--- src/bmp24_pkg.sv ---
`timescale 1ns / 1ps

package bmp24_pkg;

    localparam int MAX_WIDTH  = 64;
    localparam int MAX_HEIGHT = 64;

    localparam int COL_W  = $clog2(MAX_WIDTH + 1);
    localparam int ROW_W  = $clog2(MAX_HEIGHT + 1);
    localparam int DIM_W  = 16;
    localparam int POS_W  = 32;
    localparam int ADDR_W = 14;

    localparam logic [POS_W-1:0] HDR_END = POS_W'(26);

    typedef enum logic [1:0] {
        PH_HEADER = 2'd0,
        PH_SKIP   = 2'd1,
        PH_PIXELS = 2'd2,
        PH_DONE   = 2'd3
    } phase_t;

    typedef enum logic [1:0] {
        STATUS_OK         = 2'd0,
        STATUS_BAD_DIM    = 2'd1,
        STATUS_BAD_OFFSET = 2'd2
    } status_t;

    typedef struct packed {
        logic [7:0] file_byte;
        logic       start_of_file;
    } byte_beat_t;

    typedef struct packed {
        logic [ADDR_W-1:0] frame_address;
        logic [7:0]        pixel_byte;
        logic              last_byte;
        logic [1:0]        status;
    } pixel_beat_t;

endpackage

--- src/bmp24_stream_pixel_unpacker.sv ---
`timescale 1ns / 1ps

// Channel | Valid       | Stall       | Payload
// input   | byte_valid  | byte_stall  | byte_data  (bmp24_pkg::byte_beat_t)
// output  | pixel_valid | pixel_stall | pixel_data (bmp24_pkg::pixel_beat_t)
//
// Each file byte waits in the input register and then moves on to the
// result register, from which its pixel beat is offered.
// One byte is taken every cycle while the output is not stalled.
// Reset clears the parser to the header phase; the first byte after reset
// counts as file byte 0 even without start_of_file.
// A stalled output holds its beat, and one more byte may still enter the
// input register before byte_stall rises.

module bmp24_stream_pixel_unpacker
(
    input  logic                   clk,
    input  logic                   rst_n,
    input  logic                   byte_valid,
    output logic                   byte_stall,
    input  bmp24_pkg::byte_beat_t  byte_data,
    output logic                   pixel_valid,
    input  logic                   pixel_stall,
    output bmp24_pkg::pixel_beat_t pixel_data
);

    localparam int COL_W  = bmp24_pkg::COL_W;
    localparam int ROW_W  = bmp24_pkg::ROW_W;
    localparam int DIM_W  = bmp24_pkg::DIM_W;
    localparam int POS_W  = bmp24_pkg::POS_W;
    localparam int ADDR_W = bmp24_pkg::ADDR_W;

    logic                   in_valid_reg, in_valid_next;
    bmp24_pkg::byte_beat_t  in_data_reg, in_data_next;
    logic                   out_valid_reg, out_valid_next;
    bmp24_pkg::pixel_beat_t out_data_reg, out_data_next;

    bmp24_pkg::phase_t phase_reg, phase_next;
    logic [POS_W-1:0]  pos_reg, pos_next;
    logic [31:0]       offset_reg, offset_next;
    logic [DIM_W-1:0]  width_reg, width_next;
    logic [DIM_W-1:0]  height_reg, height_next;
    logic              width_big_reg, width_big_next;
    logic              height_big_reg, height_big_next;
    logic [COL_W-1:0]  col_reg, col_next;
    logic [ROW_W-1:0]  row_reg, row_next;
    logic [1:0]        chan_reg, chan_next;
    logic [1:0]        pad_reg, pad_next;

    bmp24_pkg::phase_t cur_phase;
    logic [POS_W-1:0]  cur_pos;
    logic [31:0]       cur_offset;
    logic [DIM_W-1:0]  cur_width, cur_height;
    logic              cur_width_big, cur_height_big;
    logic [COL_W-1:0]  cur_col;
    logic [ROW_W-1:0]  cur_row;
    logic [1:0]        cur_chan, cur_pad;

    logic              advance;
    logic [7:0]        b;
    logic [POS_W-1:0]  pos_inc;
    logic              hdr_end, bad_dim, bad_offset, is_last, pixel_out;
    logic [COL_W-1:0]  col_inc, w_col;
    logic [ROW_W-1:0]  row_inc, h_row, frame_row;
    logic [ADDR_W-1:0] linear, addr;

    assign advance    = in_valid_reg && (!out_valid_reg || !pixel_stall);
    assign byte_stall = in_valid_reg && !advance;
    assign pixel_valid = out_valid_reg;
    assign pixel_data  = out_data_reg;
    assign b = in_data_reg.file_byte;

    // A start mark restarts the parse from the reset state on this byte.
    always_comb
    begin
        if (in_data_reg.start_of_file)
        begin
            cur_phase      = bmp24_pkg::PH_HEADER;
            cur_pos        = '0;
            cur_offset     = '0;
            cur_width      = '0;
            cur_height     = '0;
            cur_width_big  = 1'b0;
            cur_height_big = 1'b0;
            cur_col        = '0;
            cur_row        = '0;
            cur_chan       = '0;
            cur_pad        = '0;
        end
        else
        begin
            cur_phase      = phase_reg;
            cur_pos        = pos_reg;
            cur_offset     = offset_reg;
            cur_width      = width_reg;
            cur_height     = height_reg;
            cur_width_big  = width_big_reg;
            cur_height_big = height_big_reg;
            cur_col        = col_reg;
            cur_row        = row_reg;
            cur_chan       = chan_reg;
            cur_pad        = pad_reg;
        end
    end

    // Header field capture; the height is complete on the same byte that
    // triggers the header check.
    always_comb
    begin
        offset_next     = cur_offset;
        width_next      = cur_width;
        height_next     = cur_height;
        width_big_next  = cur_width_big;
        height_big_next = cur_height_big;
        if (cur_phase == bmp24_pkg::PH_HEADER)
        begin
            unique case (cur_pos[4:0])
                5'd10: offset_next[7:0]    = b;
                5'd11: offset_next[15:8]   = b;
                5'd12: offset_next[23:16]  = b;
                5'd13: offset_next[31:24]  = b;
                5'd18: width_next[7:0]     = b;
                5'd19: width_next[15:8]    = b;
                5'd20: width_big_next      = cur_width_big || (b != 8'd0);
                5'd21: width_big_next      = cur_width_big || (b != 8'd0);
                5'd22: height_next[7:0]    = b;
                5'd23: height_next[15:8]   = b;
                5'd24: height_big_next     = cur_height_big || (b != 8'd0);
                5'd25: height_big_next     = cur_height_big || (b != 8'd0);
                default: ;
            endcase
        end
    end

    assign pos_inc = cur_pos + POS_W'(1);
    assign hdr_end = (pos_inc == bmp24_pkg::HDR_END);
    assign bad_dim = width_big_next || (width_next == '0)
                     || (width_next > DIM_W'(bmp24_pkg::MAX_WIDTH))
                     || height_big_next || (height_next == '0)
                     || (height_next > DIM_W'(bmp24_pkg::MAX_HEIGHT));
    assign bad_offset = (offset_next < 32'(bmp24_pkg::HDR_END));

    assign w_col     = cur_width[COL_W-1:0];
    assign h_row     = cur_height[ROW_W-1:0];
    assign col_inc   = cur_col + COL_W'(1);
    assign row_inc   = cur_row + ROW_W'(1);
    assign frame_row = h_row - ROW_W'(1) - cur_row;
    assign linear    = ADDR_W'(cur_col) + ADDR_W'(frame_row) * ADDR_W'(w_col);
    assign addr      = ADDR_W'(linear + (linear << 1)) + ADDR_W'(cur_chan);
    assign is_last   = (row_inc == h_row) && (col_inc == w_col) && (cur_chan == 2'd2);
    assign pixel_out = (cur_phase == bmp24_pkg::PH_PIXELS) && (cur_pad == 2'd0);

    always_comb
    begin
        phase_next = cur_phase;
        unique case (cur_phase)
            bmp24_pkg::PH_HEADER:
            begin
                if (hdr_end)
                begin
                    if (bad_dim || bad_offset)
                        phase_next = bmp24_pkg::PH_DONE;
                    else if (offset_next == 32'(bmp24_pkg::HDR_END))
                        phase_next = bmp24_pkg::PH_PIXELS;
                    else
                        phase_next = bmp24_pkg::PH_SKIP;
                end
            end
            bmp24_pkg::PH_SKIP:
            begin
                if (pos_inc == offset_next)
                    phase_next = bmp24_pkg::PH_PIXELS;
            end
            bmp24_pkg::PH_PIXELS:
            begin
                if (pixel_out && is_last)
                    phase_next = bmp24_pkg::PH_DONE;
            end
            bmp24_pkg::PH_DONE: ;
            default: ;
        endcase
    end

    always_comb
    begin
        pos_next  = cur_pos;
        col_next  = cur_col;
        row_next  = cur_row;
        chan_next = cur_chan;
        pad_next  = cur_pad;
        if (cur_phase == bmp24_pkg::PH_HEADER || cur_phase == bmp24_pkg::PH_SKIP)
            pos_next = pos_inc;
        if (cur_phase == bmp24_pkg::PH_PIXELS)
        begin
            if (cur_pad != 2'd0)
                pad_next = cur_pad - 2'd1;
            else if (cur_chan == 2'd2)
            begin
                chan_next = 2'd0;
                if (col_inc == w_col)
                begin
                    col_next = '0;
                    row_next = row_inc;
                    pad_next = cur_width[1:0];
                end
                else
                    col_next = col_inc;
            end
            else
                chan_next = cur_chan + 2'd1;
        end
    end

    always_comb
    begin
        out_data_next = out_data_reg;
        out_valid_next = out_valid_reg && pixel_stall;
        if (advance)
        begin
            out_valid_next = 1'b0;
            if (cur_phase == bmp24_pkg::PH_HEADER && hdr_end && (bad_dim || bad_offset))
            begin
                out_valid_next              = 1'b1;
                out_data_next.frame_address = '0;
                out_data_next.pixel_byte    = '0;
                out_data_next.last_byte     = 1'b0;
                out_data_next.status        = bad_dim ? bmp24_pkg::STATUS_BAD_DIM
                                                      : bmp24_pkg::STATUS_BAD_OFFSET;
            end
            else if (pixel_out)
            begin
                out_valid_next              = 1'b1;
                out_data_next.frame_address = addr;
                out_data_next.pixel_byte    = b;
                out_data_next.last_byte     = is_last;
                out_data_next.status        = bmp24_pkg::STATUS_OK;
            end
        end
    end

    always_comb
    begin
        in_valid_next = in_valid_reg && !advance;
        in_data_next  = in_data_reg;
        if (byte_valid && !byte_stall)
        begin
            in_valid_next = 1'b1;
            in_data_next  = byte_data;
        end
    end

    always_ff @(posedge clk or negedge rst_n)
    begin
        if (!rst_n)
        begin
            in_valid_reg   <= 1'b0;
            out_valid_reg  <= 1'b0;
            phase_reg      <= bmp24_pkg::PH_HEADER;
            pos_reg        <= '0;
            offset_reg     <= '0;
            width_reg      <= '0;
            height_reg     <= '0;
            width_big_reg  <= 1'b0;
            height_big_reg <= 1'b0;
            col_reg        <= '0;
            row_reg        <= '0;
            chan_reg       <= '0;
            pad_reg        <= '0;
        end
        else
        begin
            in_valid_reg  <= in_valid_next;
            out_valid_reg <= out_valid_next;
            if (advance)
            begin
                phase_reg      <= phase_next;
                pos_reg        <= pos_next;
                offset_reg     <= offset_next;
                width_reg      <= width_next;
                height_reg     <= height_next;
                width_big_reg  <= width_big_next;
                height_big_reg <= height_big_next;
                col_reg        <= col_next;
                row_reg        <= row_next;
                chan_reg       <= chan_next;
                pad_reg        <= pad_next;
            end
        end
    end

    always_ff @(posedge clk)
    begin
        in_data_reg  <= in_data_next;
        out_data_reg <= out_data_next;
    end

endmodule

--- config.mk ---
export PLATFORM = sky130hd
export DESIGN_NAME = bmp24_stream_pixel_unpacker
export DESIGN_NICKNAME = d
export VERILOG_FILES = /design/src/bmp24_pkg.sv /design/src/bmp24_stream_pixel_unpacker.sv
export SDC_FILE = /design/constraint.sdc
export NUM_CORES = 1
export LEC_CHECK = 0
export BUFFER_PORTS_ARGS = -buffer_cell sky130_fd_sc_hd__buf_2
export CORE_ASPECT_RATIO = 0.75
export CORE_UTILIZATION = 55
export CTS_CLUSTER_DIAMETER = 150
export DETAILED_ROUTE_END_ITERATION = 8
export GPL_TIMING_DRIVEN = 0
export HOLD_SLACK_MARGIN = 0.08
export PLACE_DENSITY = 0.75
export RECOVER_POWER = 50
export SLEW_MARGIN = 20
export SYNTH_ARGS = -nofsm -noshare
export SYNTH_HDL_FRONTEND = slang
export SYNTH_SLANG_ARGS = --single-unit
--- constraint.sdc ---
create_clock -name clk -period 8.73 [get_ports clk]
set_input_delay 0 -clock clk [delete_from_list [all_inputs] [get_ports clk]]
set_output_delay 0 -clock clk [all_outputs]
set_load 0.01 [all_outputs]
Word-level counts from Yosys, hierarchy flattened
Index checks and enable logic that the tools add are counted.

storage, ports and cells
  bits of input ports = 13
  flip-flop bits (word level) = 154
  logic and storage cells = 142
  output and inout bits = 27

operators by class
  $mul = 1
  $lt $le $gt $ge = 3
  reduce and logical (&&, ||, !) cells = 34
  mux-type cells = 55
  eq/ne operators = 20
  add/subtract/negate cells = 10

operators by type and width
  kind                                                                    number
  32-bit two-way mux                                                      4
  7-bit two-way mux                                                       10
  32-bit by 5-bit == test with 1-bit output (second input constant)       2
  16-bit two-way mux                                                      4
  8-bit two-way mux                                                       8
  5-bit == test (second input constant)                                   8
  2-bit two-way mux                                                       17
  32-bit by 1-bit adder with 32-bit output (second input constant)        1
  32-bit == test                                                          1
  16-bit by 7-bit > comparator with 1-bit output (second input constant)  2
  16-bit zero test                                                        2
  32-bit by 5-bit < comparator with 1-bit output (second input constant)  1
  25-bit two-way mux                                                      1
  5-bit by 4-bit == test with 1-bit output (second input constant)        4
  14-bit adder                                                            1
  14-bit by 2-bit adder with 14-bit output                                1
  7-bit by 1-bit adder with 7-bit output (second input constant)          2
  7-bit by 14-bit adder with 14-bit output                                1
  7-bit == test                                                           2
  7-bit by 7-bit multiplier with 14-bit output                            1
  1-bit logical AND                                                       10
  1-bit logical OR                                                        10
  1-bit two-way mux                                                       10
  8-bit nonzero test                                                      1
  12 further kinds                                                        19

Logic depth before layout (Yosys ltp)
  word-level depth = 14
  gate-level depth with buffers = 40

Least setup slack after synthesis
OpenSTA, ideal clock, no wires.

  path kind = flip-flop to flip-flop
  start = register in_data_reg[0] (netlist name)
  end = register out_data_reg, in the netlist pixel_data[24], data pin
  library setup time = 0.138 ns
  stages on the path, launching flop included = 40
  period minus slack after synthesis = 8.750 ns
  arrival time = 8.612 ns
  setup slack = -0.020 ns
  required time = 8.592 ns
  path through = edfxtp_1 > buf_6 > buf_6 > buf_6 > clkbuf_1 > buf_6 > buf_6 > clkbuf_1 > clkbuf_1 > clkbuf_1 > nor2b_1 > ha_1 > a21o_1 > a221oi_1 > o21ai_0 > o2bb2ai_1 > a21oi_1 > xor2_1 > [... 4 more ...] > inv_1 > fa_1 > inv_1 > fa_1 > inv_1 > ha_1 > nand2_1 > o21ai_0 > nor2_1 > xnor2_1 > ha_1 > ha_1 > a21o_1 > a31oi_1 > o21ai_0 > o41ai_1 > xnor3_1 > nor2_1

between the ends
  word-level cells in the longest chain between the ends = 12
  elaborated cells between the ends (all ways) = 64
  those cells by class = 6 x add/sub; 1 x mul; 3 x order compare; 13 x eq/ne; 26 x mux; 15 x reduce/logical

RTL lines
  item                                                                                   line                                source
  start: declaration                                                                     bmp24_stream_pixel_unpacker.sv:34   bmp24_pkg::byte_beat_t in_data_reg, in_data_next;
  start signal: assignment                                                               bmp24_stream_pixel_unpacker.sv:293  in_data_reg <= in_data_next;
  branches (longest 12 deep; another with 7-bit by 7-bit multiplier with 14-bit output)  n/a
  end signal: assignment                                                                 bmp24_stream_pixel_unpacker.sv:294  out_data_reg <= out_data_next;
  end: declaration                                                                       bmp24_stream_pixel_unpacker.sv:36   bmp24_pkg::pixel_beat_t out_data_reg, out_data_next;

Parallel ways; which one is timed is not known. The select of a mux whose other input is x is not followed.
A chain may end at the register's enable or synchronous reset.

Worst setup path after layout
Ends and elaborated chain as after synthesis.

==> summary.md <==
| Metric | Value |
|---|---|
| Outcome | `finished, violations left` |
| Violated checks | `max-capacitance violations, max-slew violations` |
| Synthesis-to-finish area growth | `13.8%` |
| Worst Setup Start Kind | `flip-flop` |
| DR pass1 iterations | `7` |
| Routed vias | `11748` |
| Hold Vio Cnt, Final | `0` |
| Post-DP HPWL | `30.1 mm` |
| Worst path slowest cell | `fa_1` |
| # rows | `47` |
| Final ANT Viol Nets | `0` |
| Pleak | `6.36 nW` |
| H-tree depth | `4` |
| Max Root-Sink Buffers | `2` |
| Worst vdd ir | `160 µV` |
| Worst Slack Setup Final | `168 ps` |
| Most common cell on crit path | `fa_1` |
| Core ar. | `0.0223 mm²` |
| Critical path peak fanout | `19` |
| Busiest grt layer | `met1` |
| Synth warn | `0` |
| Nets | `1608` |
| Ant. Diodes | `0` |
| Worst Clk Skew | `14.5 ps` |
| Final period util | `98.1%` |
| Routing usage on met1 | `53.4%` |
| TNS Setup | `0 ps` |
| Yosys reg bits | `154` |
| Global-route wire length before repair | `62.2 mm` |
| DRC errors left | `0` |
| Initial DRC count | `1556` |
| Chip height | `133 µm` |
| Critical Path Sink Type | `flip-flop` |
| Avg Vias per Cell | `6.51` |
| Pwr per Cell Area | `130 mW/mm²` |
| Pin count of the biggest net entering global routing | `69` |
| Critical path class | `flip-flop to flip-flop` |
| Setup violators final | `0` |
| Post-synthesis sequential area ratio | `31.9%` |
| Hold Startpoint | `byte_data[7]` |
| Fillers | `1814` |
| Post-synthesis cell area | `0.0126 mm²` |
| Worst Tran Pin Value | `3690 ps` |
| Non-Filler Instances | `1805` |
| Distinct cells, synth | `96` |
| Vias in the first global route | `10579` |
| Placed cell count | `1740` |
| GRT Overall Usage | `35.3%` |
| EDFF count, synth | `34` |
| Die width | `177 µm` |
| Port Buffers | `39` |
| Routed wire length per instance | `22.5 µm` |
| Met3 Track Usage GR | `15.2%` |
| Pre-CTS setup slack | `-2460 ps` |
| TritonCTS clock tree | `built` |
| Fmax | `117 MHz` |
| DRT Wirelength | `40.6 mm` |
| Ys async rst share | `77.9%` |
| Clk Latency, worst-skew pair | `460 ps` |
| FF-to-FF Start | `in_data_reg[0]` |
| Slew Limit Fails | `123` |
| Final core utilization | `64.5%` |
| CTS clk-pin slew, worst paths | `60 ps` |
| Initial Util | `56.6%` |
| Synth Area per Inst | `8.99 µm²` |
| Num CTS Buffers | `17` |
| Tmin final | `8560 ps` |
| Syn Inst Count | `1405` |
| Arrival time at the worst endpoint | `8870 ps` |
| Initial antenna violation count | `0` |
| Syn_nets | `1515` |
| Met2 Resource Use GR | `45.6%` |
| Root Driver | `clkbuf_16` |
| Hold crit path type | `primary input to flip-flop` |
| Global route total overflow | `0` |
| Die ar. | `0.0236 mm²` |
| Clock sink count | `154` |
| GP Congestion | `0.997` |
| CP peak stage delay | `590 ps` |
| Max cap viols | `2` |
| Layout cell share with drive strength beyond 1 | `12.0%` |
| Rel. slew slack | `-146%` |
| Io pins | `40` |
| Dominant synthesized flop cell | `dfrtp_1` |
| Critical path required time | `9040 ps` |
| Crit path launch | `in_data_reg[0]` |
==> cells in the final DEF, fill, tap and decap left out, drive strengths merged, types with 12 or more instances in the layout <==
master	Yosys	routed
nand3	38	38
nor3b	15	15
dfrtp	120	120
ha	64	64
xnor2	57	57
nor3	38	38
nor2	142	142
nor4	26	26
edfxtp	34	34
nand4	19	19
or4	12	12
a21o	16	16
xor2	45	45
and3	12	12
buf	40	73
nand2	119	119
a22o	67	67
dlygate4sd3	0	13
a21oi	57	57
fa	33	33
a22oi	12	12
clkbuf	49	97
mux2i	22	22
inv	70	74
nand2b	12	12
and2	15	15
nor2b	31	31
o21ai	96	96
o31ai	14	14
==> layout make-up <==
type	instances	area (µm²)	share of cell area, %
well taps	294	368	2.56
inverters	70	263	1.83
multi-input cells	1091	8120	56.5
clock inverters	12	135	0.941
plain buffers	88	522	3.63
clock buffers	20	468	3.26
flip-flops and latches	154	4020	28.0
repair buffers	76	470	3.27
==> path summary, 6_finish.rpt <==
| path | to | slack, ps | cells after the start |
|---|---|---|---|
| max | pixel_data[24] | 170 | 39 |
| min | b[6] | 260 | 2 |
| max reg2reg | pixel_data[24] | 170 | 39 |
| min reg2reg | height_reg[14] | 500 | 1 |
| max in group asynchronous | height_reg[10] | 3210 | 3 |
| min in group asynchronous | pos_reg[5] | 1370 | 2 |
==> cells in the mapped netlist (all sizes together) (14+ instances only) <==
master	number	area share [%]
dfrtp	120	24
xor2	45	3.1
a21o	16	0.95
and2	15	0.74
nor4	26	1.7
xnor2	57	4.0
edfxtp	34	8.1
fa	33	5.2
nor2	142	4.3
nor2b	31	1.5
a21oi	57	2.3
nand4	19	1.2
o21ai	96	3.8
nand2	119	3.5
buf	40	2.2
inv	70	2.1
o31ai	14	0.83
nand3	38	1.6
nor3	38	1.6
clkbuf	49	1.5
ha	64	6.3
mux2i	22	1.7
nor3b	15	0.93
a22o	67	4.6
==> cell families after synthesis <==
family	share of synthesized area (%)
adders and majority gates	11.6
buffers and inverters	5.84
DFF	31.9
and+or+nand+nor	21.8
muxes	2.31
AOI/OAI and AO/OA	18.6
xor gates and xnor gates	8.04
==> critical path, delay by kind of cell (launching register included) <==
| kind | cells | cell delay (ps) |
|---|---|---|
| and+or+nand+nor | 4 | 430 |
| xor gates and xnor gates | 4 | 830 |
| adders and majority gates | 8 | 2890 |
| buffers and inverters | 13 | 1960 |
| AOI/OAI and AO/OA | 10 | 1920 |
| DFF | 1 | 370 |
==> per-layer routing <==
metal | vias up | share of wire [%]
li1 | 5237 | -
met1 | 5650 | 44
met2 | 800 | 39
met3 | 59 | 16
met4 | 2 | 1.4
met5 | - | 0.032
==> report_power, final <==
group / switching (mW) / leakage [nW] / internal, mW
sequential: 0.0172 / 2.00 / 0.752
clock: 0.331 / 0.301 / 0.448
combinational: 0.219 / 4.06 / 0.0984
total: 0.568 / 6.36 / 1.30
==> per-stage QoR <==
| step | cell area (µm²) | total power, mW | hold slack (ps) |
|---|---|---|---|
| after floorplan | 12600 | 0.966 | -296 |
| after global placement | 13200 | 1.07 | 176 |
| after detailed placement | 13200 | 1.08 | 53.6 |
| after CTS | 14200 | 1.85 | 145 |
| after global routing | 14400 | 1.91 | 256 |
| final | 14400 | 1.87 | 257 |
==> repair_timing <==
action | CTS | global route
gates resized for setup | 32 | 32
buffers inserted | 11 | 11
hold buffers | 13 | 0
pin swaps | 10 | 18
hold endpoints to repair | 131 | 0
endpoints found under the setup margin | 9 | 4
Note: power is estimated with default switching activity, not from simulation.
